==> src/sv/tad_pkg.sv <==
`timescale 1ns / 1ps
`default_nettype none
package tad_pkg;

  // Sample and derived widths
  localparam int unsigned SAMPLE_BITS = 12;
  localparam int unsigned T_W = SAMPLE_BITS + 4;   // sample * 11
  localparam int unsigned N_W = T_W + 8;           // offset term in Q20

  // Series operand widths
  localparam int unsigned A_W    = 23;  // clamped a, up to 4.0 in Q20
  localparam int unsigned A2_W   = 25;  // a^2, up to 16.0
  localparam int unsigned P_W    = 31;  // a^3 or a^5; a^7 is also stored here, truncated
  localparam int unsigned X_W    = 26;  // dividend for the small divides
  localparam int unsigned MB_W   = 25;  // second multiplier operand
  localparam int unsigned PROD_W = P_W + MB_W;
  localparam int unsigned PW_W   = PROD_W - 20;
  localparam int unsigned Q_W    = 25;  // quotient of a small divide
  localparam int unsigned S_W    = 27;  // series sum in Q20

  localparam logic [N_W-1:0] HALF_SPAN_Q20 = N_W'(5767168);
  localparam logic [N_W-1:0] CLAMP_Q20     = N_W'(4194304);
  localparam logic [X_W-1:0] X_MAX         = {X_W{1'b1}};

  // Reciprocals floor(2^26/d) for the divide-by-constant steps
  localparam int unsigned RCP_SHIFT = 26;
  localparam logic [MB_W-1:0] RCP_3 = MB_W'(22369621);
  localparam logic [MB_W-1:0] RCP_5 = MB_W'(13421772);
  localparam logic [MB_W-1:0] RCP_7 = MB_W'(9586980);

  localparam logic [7:0] MODE_BAR      = 8'hC7;
  localparam logic [7:0] MODE_DIGITS   = 8'hC3;
  localparam logic [7:0] BAR_FULL_HALF = 8'h4F;
  localparam logic [6:0] ANGLE_MAX     = 7'd99;

  typedef logic [3:0] pc_t;
  localparam pc_t STEP_FIN = 4'd15;

  typedef enum logic [2:0] {
    OP_LOAD,
    OP_MUL,
    OP_POW,
    OP_FIX,
    OP_FIN
  } op_e;

  typedef enum logic [1:0] {
    MA_A,
    MA_A2,
    MA_P,
    MA_X
  } mula_e;

  typedef enum logic [1:0] {
    MB_A,
    MB_A2,
    MB_RCP
  } mulb_e;

  typedef enum logic [1:0] {
    DV_3,
    DV_5,
    DV_7
  } div_e;

  typedef struct packed {
    op_e   op;
    mula_e ma;
    mulb_e mb;
    div_e  dv;
    logic  to_a2;   // power step writes a^2 instead of the odd power
    logic  jz;      // jump to target when the tilt is not positive
    pc_t   target;
  } ucode_t;

  function automatic ucode_t uc(op_e op, mula_e ma, mulb_e mb, div_e dv, logic to_a2,
                                logic jz, pc_t target);
    ucode_t w;
    w.op     = op;
    w.ma     = ma;
    w.mb     = mb;
    w.dv     = dv;
    w.to_a2  = to_a2;
    w.jz     = jz;
    w.target = target;
    return w;
  endfunction

  // Microprogram: powers of a, each odd term through a reciprocal divide
  function automatic ucode_t ucode_rom(pc_t pc);
    ucode_t w;
    case (pc)
      4'd0:    w = uc(OP_LOAD, MA_A,  MB_A,   DV_3, 1'b0, 1'b1, STEP_FIN);
      4'd1:    w = uc(OP_MUL,  MA_A,  MB_A,   DV_3, 1'b0, 1'b0, 4'd0);
      4'd2:    w = uc(OP_POW,  MA_A,  MB_A,   DV_3, 1'b1, 1'b0, 4'd0);
      4'd3:    w = uc(OP_MUL,  MA_A2, MB_A,   DV_3, 1'b0, 1'b0, 4'd0);
      4'd4:    w = uc(OP_POW,  MA_A,  MB_A,   DV_3, 1'b0, 1'b0, 4'd0);
      4'd5:    w = uc(OP_MUL,  MA_X,  MB_RCP, DV_3, 1'b0, 1'b0, 4'd0);
      4'd6:    w = uc(OP_FIX,  MA_A,  MB_A,   DV_3, 1'b0, 1'b0, 4'd0);
      4'd7:    w = uc(OP_MUL,  MA_P,  MB_A2,  DV_5, 1'b0, 1'b0, 4'd0);
      4'd8:    w = uc(OP_POW,  MA_A,  MB_A,   DV_5, 1'b0, 1'b0, 4'd0);
      4'd9:    w = uc(OP_MUL,  MA_X,  MB_RCP, DV_5, 1'b0, 1'b0, 4'd0);
      4'd10:   w = uc(OP_FIX,  MA_A,  MB_A,   DV_5, 1'b0, 1'b0, 4'd0);
      4'd11:   w = uc(OP_MUL,  MA_P,  MB_A2,  DV_7, 1'b0, 1'b0, 4'd0);
      4'd12:   w = uc(OP_POW,  MA_A,  MB_A,   DV_7, 1'b0, 1'b0, 4'd0);
      4'd13:   w = uc(OP_MUL,  MA_X,  MB_RCP, DV_7, 1'b0, 1'b0, 4'd0);
      4'd14:   w = uc(OP_FIX,  MA_A,  MB_A,   DV_7, 1'b0, 1'b0, 4'd0);
      4'd15:   w = uc(OP_FIN,  MA_A,  MB_A,   DV_3, 1'b0, 1'b0, 4'd0);
      default: w = uc(OP_FIN,  MA_A,  MB_A,   DV_3, 1'b0, 1'b0, 4'd0);
    endcase
    return w;
  endfunction

  // Tens digit of an angle 0..99
  function automatic logic [3:0] tens_of(logic [6:0] ang);
    logic [3:0] t;
    t = 4'd0;
    for (int i = 1; i < 10; i++) begin
      if (ang >= 7'(10 * i)) t = 4'(i);
    end
    return t;
  endfunction

  // Lower half of the bar for angles 5..54, in steps of ten
  function automatic logic [7:0] bar_lo(logic [6:0] ang);
    logic [7:0] b;
    if (ang < 7'd15)      b = 8'h01;
    else if (ang < 7'd25) b = 8'h03;
    else if (ang < 7'd35) b = 8'h07;
    else if (ang < 7'd45) b = 8'h0F;
    else                  b = BAR_FULL_HALF;
    return b;
  endfunction

  // Upper half of the bar for angles 55..89
  function automatic logic [7:0] bar_hi(logic [6:0] ang);
    logic [7:0] b;
    if (ang < 7'd65)      b = 8'h01;
    else if (ang < 7'd75) b = 8'h03;
    else if (ang < 7'd85) b = 8'h07;
    else                  b = 8'h0F;
    return b;
  endfunction

endpackage
`default_nettype wire

==> src/sv/tad_if.sv <==
`timescale 1ns / 1ps
`default_nettype none
interface tad_in_if;
  import tad_pkg::*;
  logic                   valid;
  logic                   ready;
  logic [SAMPLE_BITS-1:0] sample;
  logic [7:0]             switch_code;

  modport source (output valid, output sample, output switch_code, input ready);
  modport sink   (input valid, input sample, input switch_code, output ready);
endinterface

interface tad_out_if;
  logic       valid;
  logic       ready;
  logic [6:0] angle_deg;
  logic [7:0] port_high;
  logic [7:0] port_low;

  modport source (output valid, output angle_deg, output port_high, output port_low,
                  input ready);
  modport sink   (input valid, input angle_deg, input port_high, input port_low,
                  output ready);
endinterface
`default_nettype wire

==> src/sv/tilt_angle_led_display.sv <==
// A request runs the 16-step microprogram, which sends every product through one shared
//   31x25 multiplier; a non-positive tilt jumps from the load step to the finish step.
//   Requests are taken only while idle; the finish step waits while an unread result is held.
// A finished result waits in the output register while the next request is taken.
// Reset (rst_ni low, asynchronous) clears the sequencer, the output valid and both
//   held display ports to zero.
`timescale 1ns / 1ps
`default_nettype none
module tilt_angle_led_display
  import tad_pkg::*;
(
  input  wire        clk_i,
  input  wire        rst_ni,
  tad_in_if.sink     in_i,
  tad_out_if.source  out_o
);

  // Control state
  logic busy_q, busy_d;
  pc_t  pc_q, pc_d;
  logic out_valid_q, out_valid_d;
  logic [7:0] held_high_q, held_high_d;
  logic [7:0] held_low_q, held_low_d;

  // Datapath registers
  logic [SAMPLE_BITS-1:0] sample_q;
  logic [7:0]             switch_q;
  logic [A_W-1:0]         a_q;
  logic [A2_W-1:0]        a2_q;
  logic [P_W-1:0]         p_q;
  logic [X_W-1:0]         x_q;
  logic [PROD_W-1:0]      prod_q;
  logic [S_W-1:0]         s_q;
  logic [6:0]             angle_q;

  ucode_t uw;
  logic   in_fire, fin_go, pos;

  logic [T_W-1:0]    t11;
  logic [11:0]       h12, l12;
  logic [12:0]       hl;
  logic [N_W-1:0]    n_val, a_raw;
  logic [A_W-1:0]    a_clamp;

  logic [P_W-1:0]    mul_a;
  logic [MB_W-1:0]   mul_b, rcp;
  logic [PROD_W-1:0] mul_p;

  logic [PW_W-1:0]   pw;
  logic [PW_W+2:0]   pw_scaled;
  logic [X_W-1:0]    x_new;

  logic [Q_W-1:0]    q_est;
  logic [Q_W+2:0]    q_mul;
  logic [Q_W+2:0]    rem;
  logic [Q_W+2:0]    dval;
  logic              q_corr;

  logic [S_W+5:0]    s60;
  logic [12:0]       deg_w;
  logic [6:0]        ang;

  assign uw      = ucode_rom(pc_q);
  assign in_fire = in_i.valid && in_i.ready;
  assign fin_go  = busy_q && (uw.op == OP_FIN) && (!out_valid_q || out_o.ready);

  // Offset term n = floor(sample*11*2^20/4095) by shifts and one correction
  always_comb begin
    t11     = (T_W'(sample_q) << 3) + (T_W'(sample_q) << 1) + T_W'(sample_q);
    h12     = t11[T_W-1:4];
    l12     = {t11[3:0], 8'h00};
    hl      = {1'b0, h12} + {1'b0, l12};
    n_val   = {t11, 8'h00} + N_W'(h12) + N_W'(hl >= 13'd4095);
    pos     = n_val > HALF_SPAN_Q20;
    a_raw   = n_val - HALF_SPAN_Q20;
    a_clamp = (a_raw > CLAMP_Q20) ? CLAMP_Q20[A_W-1:0] : a_raw[A_W-1:0];
  end

  // Select multiplier operands and the divide constant
  always_comb begin
    case (uw.dv)
      DV_3:    begin rcp = RCP_3; dval = (Q_W+3)'(3); end
      DV_5:    begin rcp = RCP_5; dval = (Q_W+3)'(5); end
      DV_7:    begin rcp = RCP_7; dval = (Q_W+3)'(7); end
      default: begin rcp = RCP_3; dval = (Q_W+3)'(3); end
    endcase
    case (uw.ma)
      MA_A:    mul_a = P_W'(a_q);
      MA_A2:   mul_a = P_W'(a2_q);
      MA_P:    mul_a = p_q;
      MA_X:    mul_a = P_W'(x_q);
      default: mul_a = P_W'(a_q);
    endcase
    case (uw.mb)
      MB_A:    mul_b = MB_W'(a_q);
      MB_A2:   mul_b = a2_q;
      MB_RCP:  mul_b = rcp;
      default: mul_b = MB_W'(a_q);
    endcase
  end

  assign mul_p = PROD_W'(mul_a) * PROD_W'(mul_b);

  // Rescale a fresh power into the dividend of its series term, capped
  always_comb begin
    pw = prod_q[PROD_W-1:20];
    case (uw.dv)
      DV_3:    pw_scaled = (PW_W+3)'(pw) >> 1;
      DV_5:    pw_scaled = ((PW_W+3)'(pw) + ((PW_W+3)'(pw) << 1)) >> 3;
      DV_7:    pw_scaled = ((PW_W+3)'(pw) + ((PW_W+3)'(pw) << 2)) >> 4;
      default: pw_scaled = (PW_W+3)'(pw) >> 1;
    endcase
    x_new = (pw_scaled > (PW_W+3)'(X_MAX)) ? X_MAX : pw_scaled[X_W-1:0];
  end

  // Correct the reciprocal quotient by one compare and subtract
  always_comb begin
    q_est = prod_q[RCP_SHIFT+Q_W-1:RCP_SHIFT];
    case (uw.dv)
      DV_3:    q_mul = ((Q_W+3)'(q_est) << 1) + (Q_W+3)'(q_est);
      DV_5:    q_mul = ((Q_W+3)'(q_est) << 2) + (Q_W+3)'(q_est);
      DV_7:    q_mul = ((Q_W+3)'(q_est) << 3) - (Q_W+3)'(q_est);
      default: q_mul = ((Q_W+3)'(q_est) << 1) + (Q_W+3)'(q_est);
    endcase
    rem    = (Q_W+3)'(x_q) - q_mul;
    q_corr = rem >= dval;
  end

  // Scale the sum by 60, drop the fraction, saturate
  always_comb begin
    s60   = ((S_W+6)'(s_q) << 6) - ((S_W+6)'(s_q) << 2);
    deg_w = s60[S_W+5:20];
    ang   = (deg_w > 13'(ANGLE_MAX)) ? ANGLE_MAX : deg_w[6:0];
  end

  // Next state of the sequencer
  always_comb begin
    busy_d = busy_q;
    pc_d   = pc_q;
    if (!busy_q) begin
      if (in_fire) begin
        busy_d = 1'b1;
        pc_d   = '0;
      end
    end else if (uw.op == OP_FIN) begin
      if (fin_go) begin
        busy_d = 1'b0;
        pc_d   = '0;
      end
    end else if (uw.jz && !pos) begin
      pc_d = uw.target;
    end else begin
      pc_d = pc_q + 4'd1;
    end
  end

  // Display ports and result valid
  always_comb begin
    held_high_d = held_high_q;
    held_low_d  = held_low_q;
    out_valid_d = out_valid_q;
    if (out_o.ready) out_valid_d = 1'b0;
    if (fin_go) begin
      out_valid_d = 1'b1;
      if (switch_q == MODE_BAR) begin
        if (ang < 7'd5) begin
          held_high_d = 8'h00;
          held_low_d  = 8'h00;
        end else if (ang < 7'd55) begin
          held_high_d = bar_lo(ang);
          held_low_d  = 8'h00;
        end else if (ang < 7'd90) begin
          held_high_d = BAR_FULL_HALF;
          held_low_d  = bar_hi(ang);
        end
      end else if (switch_q == MODE_DIGITS) begin
        held_low_d  = 8'(tens_of(ang));
        held_high_d = 8'(ang - 7'(tens_of(ang)) * 7'd10);
      end
    end
  end

  // Hold control state
  always_ff @(posedge clk_i or negedge rst_ni) begin
    if (!rst_ni) begin
      busy_q      <= 1'b0;
      pc_q        <= '0;
      out_valid_q <= 1'b0;
      held_high_q <= 8'h00;
      held_low_q  <= 8'h00;
    end else begin
      busy_q      <= busy_d;
      pc_q        <= pc_d;
      out_valid_q <= out_valid_d;
      held_high_q <= held_high_d;
      held_low_q  <= held_low_d;
    end
  end

  // Execute one control word on the datapath
  always_ff @(posedge clk_i) begin
    if (in_fire) begin
      sample_q <= in_i.sample;
      switch_q <= in_i.switch_code;
    end
    if (busy_q) begin
      case (uw.op)
        OP_LOAD: begin
          a_q <= a_clamp;
          s_q <= pos ? S_W'(a_clamp) : '0;
        end
        OP_MUL: prod_q <= mul_p;
        OP_POW: begin
          if (uw.to_a2) begin
            a2_q <= pw[A2_W-1:0];
          end else begin
            p_q <= pw[P_W-1:0];
            x_q <= x_new;
          end
        end
        OP_FIX: s_q <= s_q + S_W'(q_est) + S_W'(q_corr);
        OP_FIN: begin
          if (fin_go) angle_q <= ang;
        end
        default: ;
      endcase
    end
  end

  assign in_i.ready      = !busy_q;
  assign out_o.valid     = out_valid_q;
  assign out_o.angle_deg = angle_q;
  assign out_o.port_high = held_high_q;
  assign out_o.port_low  = held_low_q;

  // Idle sequencer rests at the first step
  a_idle_pc: assert property (@(posedge clk_i) disable iff (!rst_ni)
    !busy_q |-> pc_q == '0)
    else $error("sequencer left its first step while idle");

  // A taken request starts the microprogram
  a_start: assert property (@(posedge clk_i) disable iff (!rst_ni)
    in_fire |=> busy_q && pc_q == '0)
    else $error("request did not start the sequencer");

  // Finishing step raises the result valid and frees the input
  a_finish: assert property (@(posedge clk_i) disable iff (!rst_ni)
    fin_go |=> out_valid_q && !busy_q)
    else $error("finish did not deliver a result");

  // Delivered angle stays within the display range
  a_angle_range: assert property (@(posedge clk_i) disable iff (!rst_ni)
    out_valid_q |-> angle_q <= ANGLE_MAX)
    else $error("angle beyond saturation limit");

endmodule
`default_nettype wire
==> src/flat_wrapper.sv <==
// flat-port wrapper written by rule: the top's interface ports become plain ports
module tilt_angle_led_display_flat import tad_pkg::*;
  (clk_i, rst_ni, in_i_valid, in_i_sample, in_i_switch_code, in_i_ready, out_o_valid, out_o_angle_deg, out_o_port_high, out_o_port_low, out_o_ready);
  tad_in_if in_i_i ();
  tad_out_if out_o_i ();
  input  wire clk_i;
  input  wire rst_ni;
  input wire logic [$bits(in_i_i.valid)-1:0] in_i_valid;
  input wire logic [$bits(in_i_i.sample)-1:0] in_i_sample;
  input wire logic [$bits(in_i_i.switch_code)-1:0] in_i_switch_code;
  output wire logic [$bits(in_i_i.ready)-1:0] in_i_ready;
  output wire logic [$bits(out_o_i.valid)-1:0] out_o_valid;
  output wire logic [$bits(out_o_i.angle_deg)-1:0] out_o_angle_deg;
  output wire logic [$bits(out_o_i.port_high)-1:0] out_o_port_high;
  output wire logic [$bits(out_o_i.port_low)-1:0] out_o_port_low;
  input wire logic [$bits(out_o_i.ready)-1:0] out_o_ready;
  assign in_i_i.valid = in_i_valid;
  assign in_i_i.sample = in_i_sample;
  assign in_i_i.switch_code = in_i_switch_code;
  assign in_i_ready = in_i_i.ready;
  assign out_o_valid = out_o_i.valid;
  assign out_o_angle_deg = out_o_i.angle_deg;
  assign out_o_port_high = out_o_i.port_high;
  assign out_o_port_low = out_o_i.port_low;
  assign out_o_i.ready = out_o_ready;
  tilt_angle_led_display u_core (.clk_i(clk_i), .rst_ni(rst_ni), .in_i(in_i_i), .out_o(out_o_i));
endmodule
==> config.mk <==
export PLATFORM = sky130hd
export DESIGN_NAME = tilt_angle_led_display_flat
export DESIGN_NICKNAME = d
export VERILOG_FILES = /design/src/sv/tad_pkg.sv /design/src/sv/tad_if.sv /design/src/sv/tilt_angle_led_display.sv /design/src/flat_wrapper.sv
export SDC_FILE = /design/constraint.sdc
export NUM_CORES = 2
export LEC_CHECK = 0
export BUFFER_PORTS_ARGS = -buffer_cell sky130_fd_sc_hd__buf_2
export CORE_AREA = 4 4 335 337
export CTS_BUF_LIST = sky130_fd_sc_hd__clkbuf_4
export DETAILED_ROUTE_END_ITERATION = 7
export DIE_AREA = 0 0 339 341
export PLACE_DENSITY = 0.58
export SETUP_SLACK_MARGIN = 0.2
export SYNTH_ARGS = -nofsm -noshare
export SYNTH_HDL_FRONTEND = slang
export SYNTH_SLANG_ARGS = --single-unit
==> constraint.sdc <==
create_clock -name clk_i -period 12.5 [get_ports clk_i]
set_input_delay 1.25 -clock clk_i [delete_from_list [all_inputs] [get_ports clk_i]]
set_output_delay 1.25 -clock clk_i [all_outputs]
set_load 0.03 [all_outputs]
==> summary.md <==
| Metric | Value |
|---|---|
| Status | `finished, final reports clean` |
| CORE AREA | `109000 um^2` |
| Via density | `5.44` |
| IO Pins | `49` |
| EDFF count, synth | `195` |
| Clk Latency, worst-skew pair | `0.87 ns` |
| Final number of hold-violating endpoints | `0` |
| # port buffers | `44` |
| DRC Markers | `0` |
| Most common cell on crit path | `fa_1` |
| Initial antenna violation count | `6` |
| DR WL/cell | `20.9 um` |
| CTS Sinks | `213` |
| Reg2Reg Capture Point | `u_core.prod_q[50]` |
| Max-cap violations | `0` |
| Area Overhead vs Synth | `6.51%` |
| Detailed Route WL | `133000 um` |
| Share of layout cells above drive strength 1 | `7.12%` |
| Max Clk Rate | `88.6 MHz` |
| Clock-pin slew on the worst setup and hold paths | `0.07 ns` |
| CTS tree | `yes` |
| Hold Worst Slack | `0.350 ns` |
| Worst setup EP type | `flip-flop` |
| Post CTS Setup Buffer Count | `0` |
| TNS Setup | `0 ns` |
| Hold Crit Class | `input pin to asynchronous set/reset pin` |
| Crit Path Category | `flip-flop to flip-flop` |
| Worst-case reg-to-reg path depth | `32` |
| Crit-path slowest cell | `o21ai_2` |
| Clk buf depth | `3` |
| Top-count cell post-synth | `inv_1` |
| Top-area cell type share of the netlist area | `31.5%` |
| CP Max Fanout | `25` |
| Row Count | `121` |
| Max-slew violations | `0` |
| Highest cell delay on the worst timing path | `1.04 ns` |
| CTS Root Cell | `clkbuf_4` |
| Fin nets | `6024` |
| Initial Utilization | `39.8%` |
| Area contributors post-synth | `fa_1 31%, edfxtp_1 14%, ha_1 12%` |
| Die height | `341 um` |
| Crit Reg-Reg Startpoint | `u_core.pc_q[2]` |
| CTS Buf Count | `60` |
| Initial DRC Count | `2985` |
| Cell taking the most area after synthesis | `fa_1` |
| Final instance area | `46200 um^2` |
| Die X | `339 um` |
| Vias | `34689` |
| Mean Syn Cell Area | `8.84 um^2` |
| Remaining global-route overflow | `0` |
| Minimum clock period | `11.28 ns` |
| Vias in the first global route | `35352` |
| Worst-Margin Slew | `1.33 ns` |
| Final HPWL DP | `106000 um` |
| Top_reg_cell synth | `edfxtp_1` |
| Ys Warns | `0` |
| Slack of the worst reg-to-reg path | `1.22 ns` |
| Fillers | `10822` |
| CP arrival | `11.82 ns` |
| # H-tree levels | `2` |
| Cell Area, Synth | `43300 um^2` |
| Synth top cells by count | `845 x inv_1, 681 x fa_1, 652 x nand2_1, 494 x nor2_1, 413 x ha_1` |
| DP Area | `45400 um^2` |
| Rel. slew slack | `11.3%` |
| Unrepaired setup endpoints after global routing | `false` |
| Largest net degree at the start of global routing | `66` |
| Crit start category | `flip-flop` |
| Post-synthesis cell type count | `98` |
| Post-DRT Antenna Nets | `0` |
| Synthesis-stage register bit count | `213` |
| Crit path required time | `13.04 ns` |
| RePlAce Congestion | `0.954` |
| Total GRT Usage | `23.2%` |
| Final worst path period share | `90.3%` |
| Ys async rst share | `8.45%` |
| Full die area | `116000 um^2` |
| First-pass GRT wire length | `209000 um` |
| Skew final | `0.0934 ns` |
| Post-Synthesis Cells | `4902` |
| Fraction of the yosys area taken by sequential cells | `14.6%` |
| DR pass1 iterations | `5` |
| Endpoints failing setup | `0` |
| Layout Utilization | `42.4%` |
## layout make-up
type	instances	area (um^2)	area share, %
Multi-Input combinational cell	3655	33300	72.1
Clock inverter	39	204	0.442
Tap cell	1414	1770	3.83
Timing Repair Buffer	129	858	1.86
Clock buffer	72	541	1.17
Sequential cell	213	6310	13.7
Inverter	847	3180	6.89
Antenna cell	5	12.5	0.0271
## how the worst max path moves through the flow
stage	start	end	depth (start not counted)
6_report	u_core.pc_q[2]	u_core.prod_q[50]	32
5_1_grt	u_core.prod_q[27]	u_core.s_q[26]	48
4_1_cts	u_core.prod_q[27]	u_core.s_q[26]	48
3_5_place_dp	u_core.prod_q[28]	u_core.s_q[26]	46
3_3_place_gp	u_core.prod_q[28]	u_core.s_q[26]	46
2_1_floorplan	u_core.pc_q[0]	u_core.prod_q[55]	41
## worst max-delay path, delay by kind of cell (launching register included)
family,cells,cell delay [ns]
AO/OA/AOI/OAI,8,3.05
XOR/XNOR,1,0.15
adder cells (fa/ha/maj),9,4.71
buffers and inverters,6,0.40
flip-flops,1,0.62
AND/OR/NAND/NOR,8,1.98
## placed cells by master (no fill, tap or decap), types with 14 or more instances in the layout
cell type	count
mux2i_1	63
o21bai_1	25
ha_1	410
mux2_2	32
a21oi_1	178
clkinv_2	15
dfrtp_1	18
a31oi_1	25
clkinv_1	20
xor2_1	77
nand4_1	20
nand3_1	49
inv_1	845
nor3_1	54
buf_4	85
and2_1	31
o221ai_1	22
nand2_1	652
and3_1	23
o21ai_2	15
nand2b_1	50
o21ai_0	160
a211oi_1	18
o21a_1	54
o211ai_1	33
nor2_1	493
buf_2	44
xnor2_1	114
fa_1	681
a21o_1	63
edfxtp_1	195
o21ai_1	24
nor2b_1	36
clkbuf_4	72
or3_1	14
## logic make-up after synthesis
family | Yosys count | synth area share, %
other | 1 | 0.00865
and+or+nand+nor | 1484 | 14.7
AOI/OAI and AO/OA | 778 | 11.9
DFF | 213 | 14.6
xor gates and xnor gates | 191 | 3.86
buffers and inverters | 1037 | 9.07
muxes | 103 | 2.47
adders and majority gates | 1095 | 43.4
## through the flow
step / worst slack, ns / cells
5_1_grt: 0.446 / 6372
6_report: 1.22 / 6374
4_1_cts: 1.26 / 6369
3_3_place_gp: 1.46 / 6258
2_1_floorplan: 2.47 / 4905
3_5_place_dp: 1.29 / 6258
## flip-flops by register name, indices dropped and copies added, names as in the netlist, 7 cells and up
register,cells
u_core.a2_q,25
u_core.a_q,23
u_core.out_o.angle_deg,7
u_core.out_o.port_high,8
u_core.p_q,31
u_core.prod_q,36
u_core.s_q,27
u_core.sample_q,12
u_core.switch_q,8
u_core.x_q,26
## timing repair
action,CTS,global route
setup endpoints to repair,0,1
resized for setup,0,1
hold buffers,0,0
## layer usage
metal / global-route usage (%) / vias up / wire length, um
met5: 0 / - / 24
met4: 8.53 / 4 / 5570
met3: 4.32 / 266 / 10700
met2: 37.1 / 1242 / 60400
met1: 31.5 / 17269 / 56600
li1: - / 15908 / -
Power is left out: the tool's default activity adds up to more than one toggle a clock period on the data nets, which glitch-free logic cannot reach.
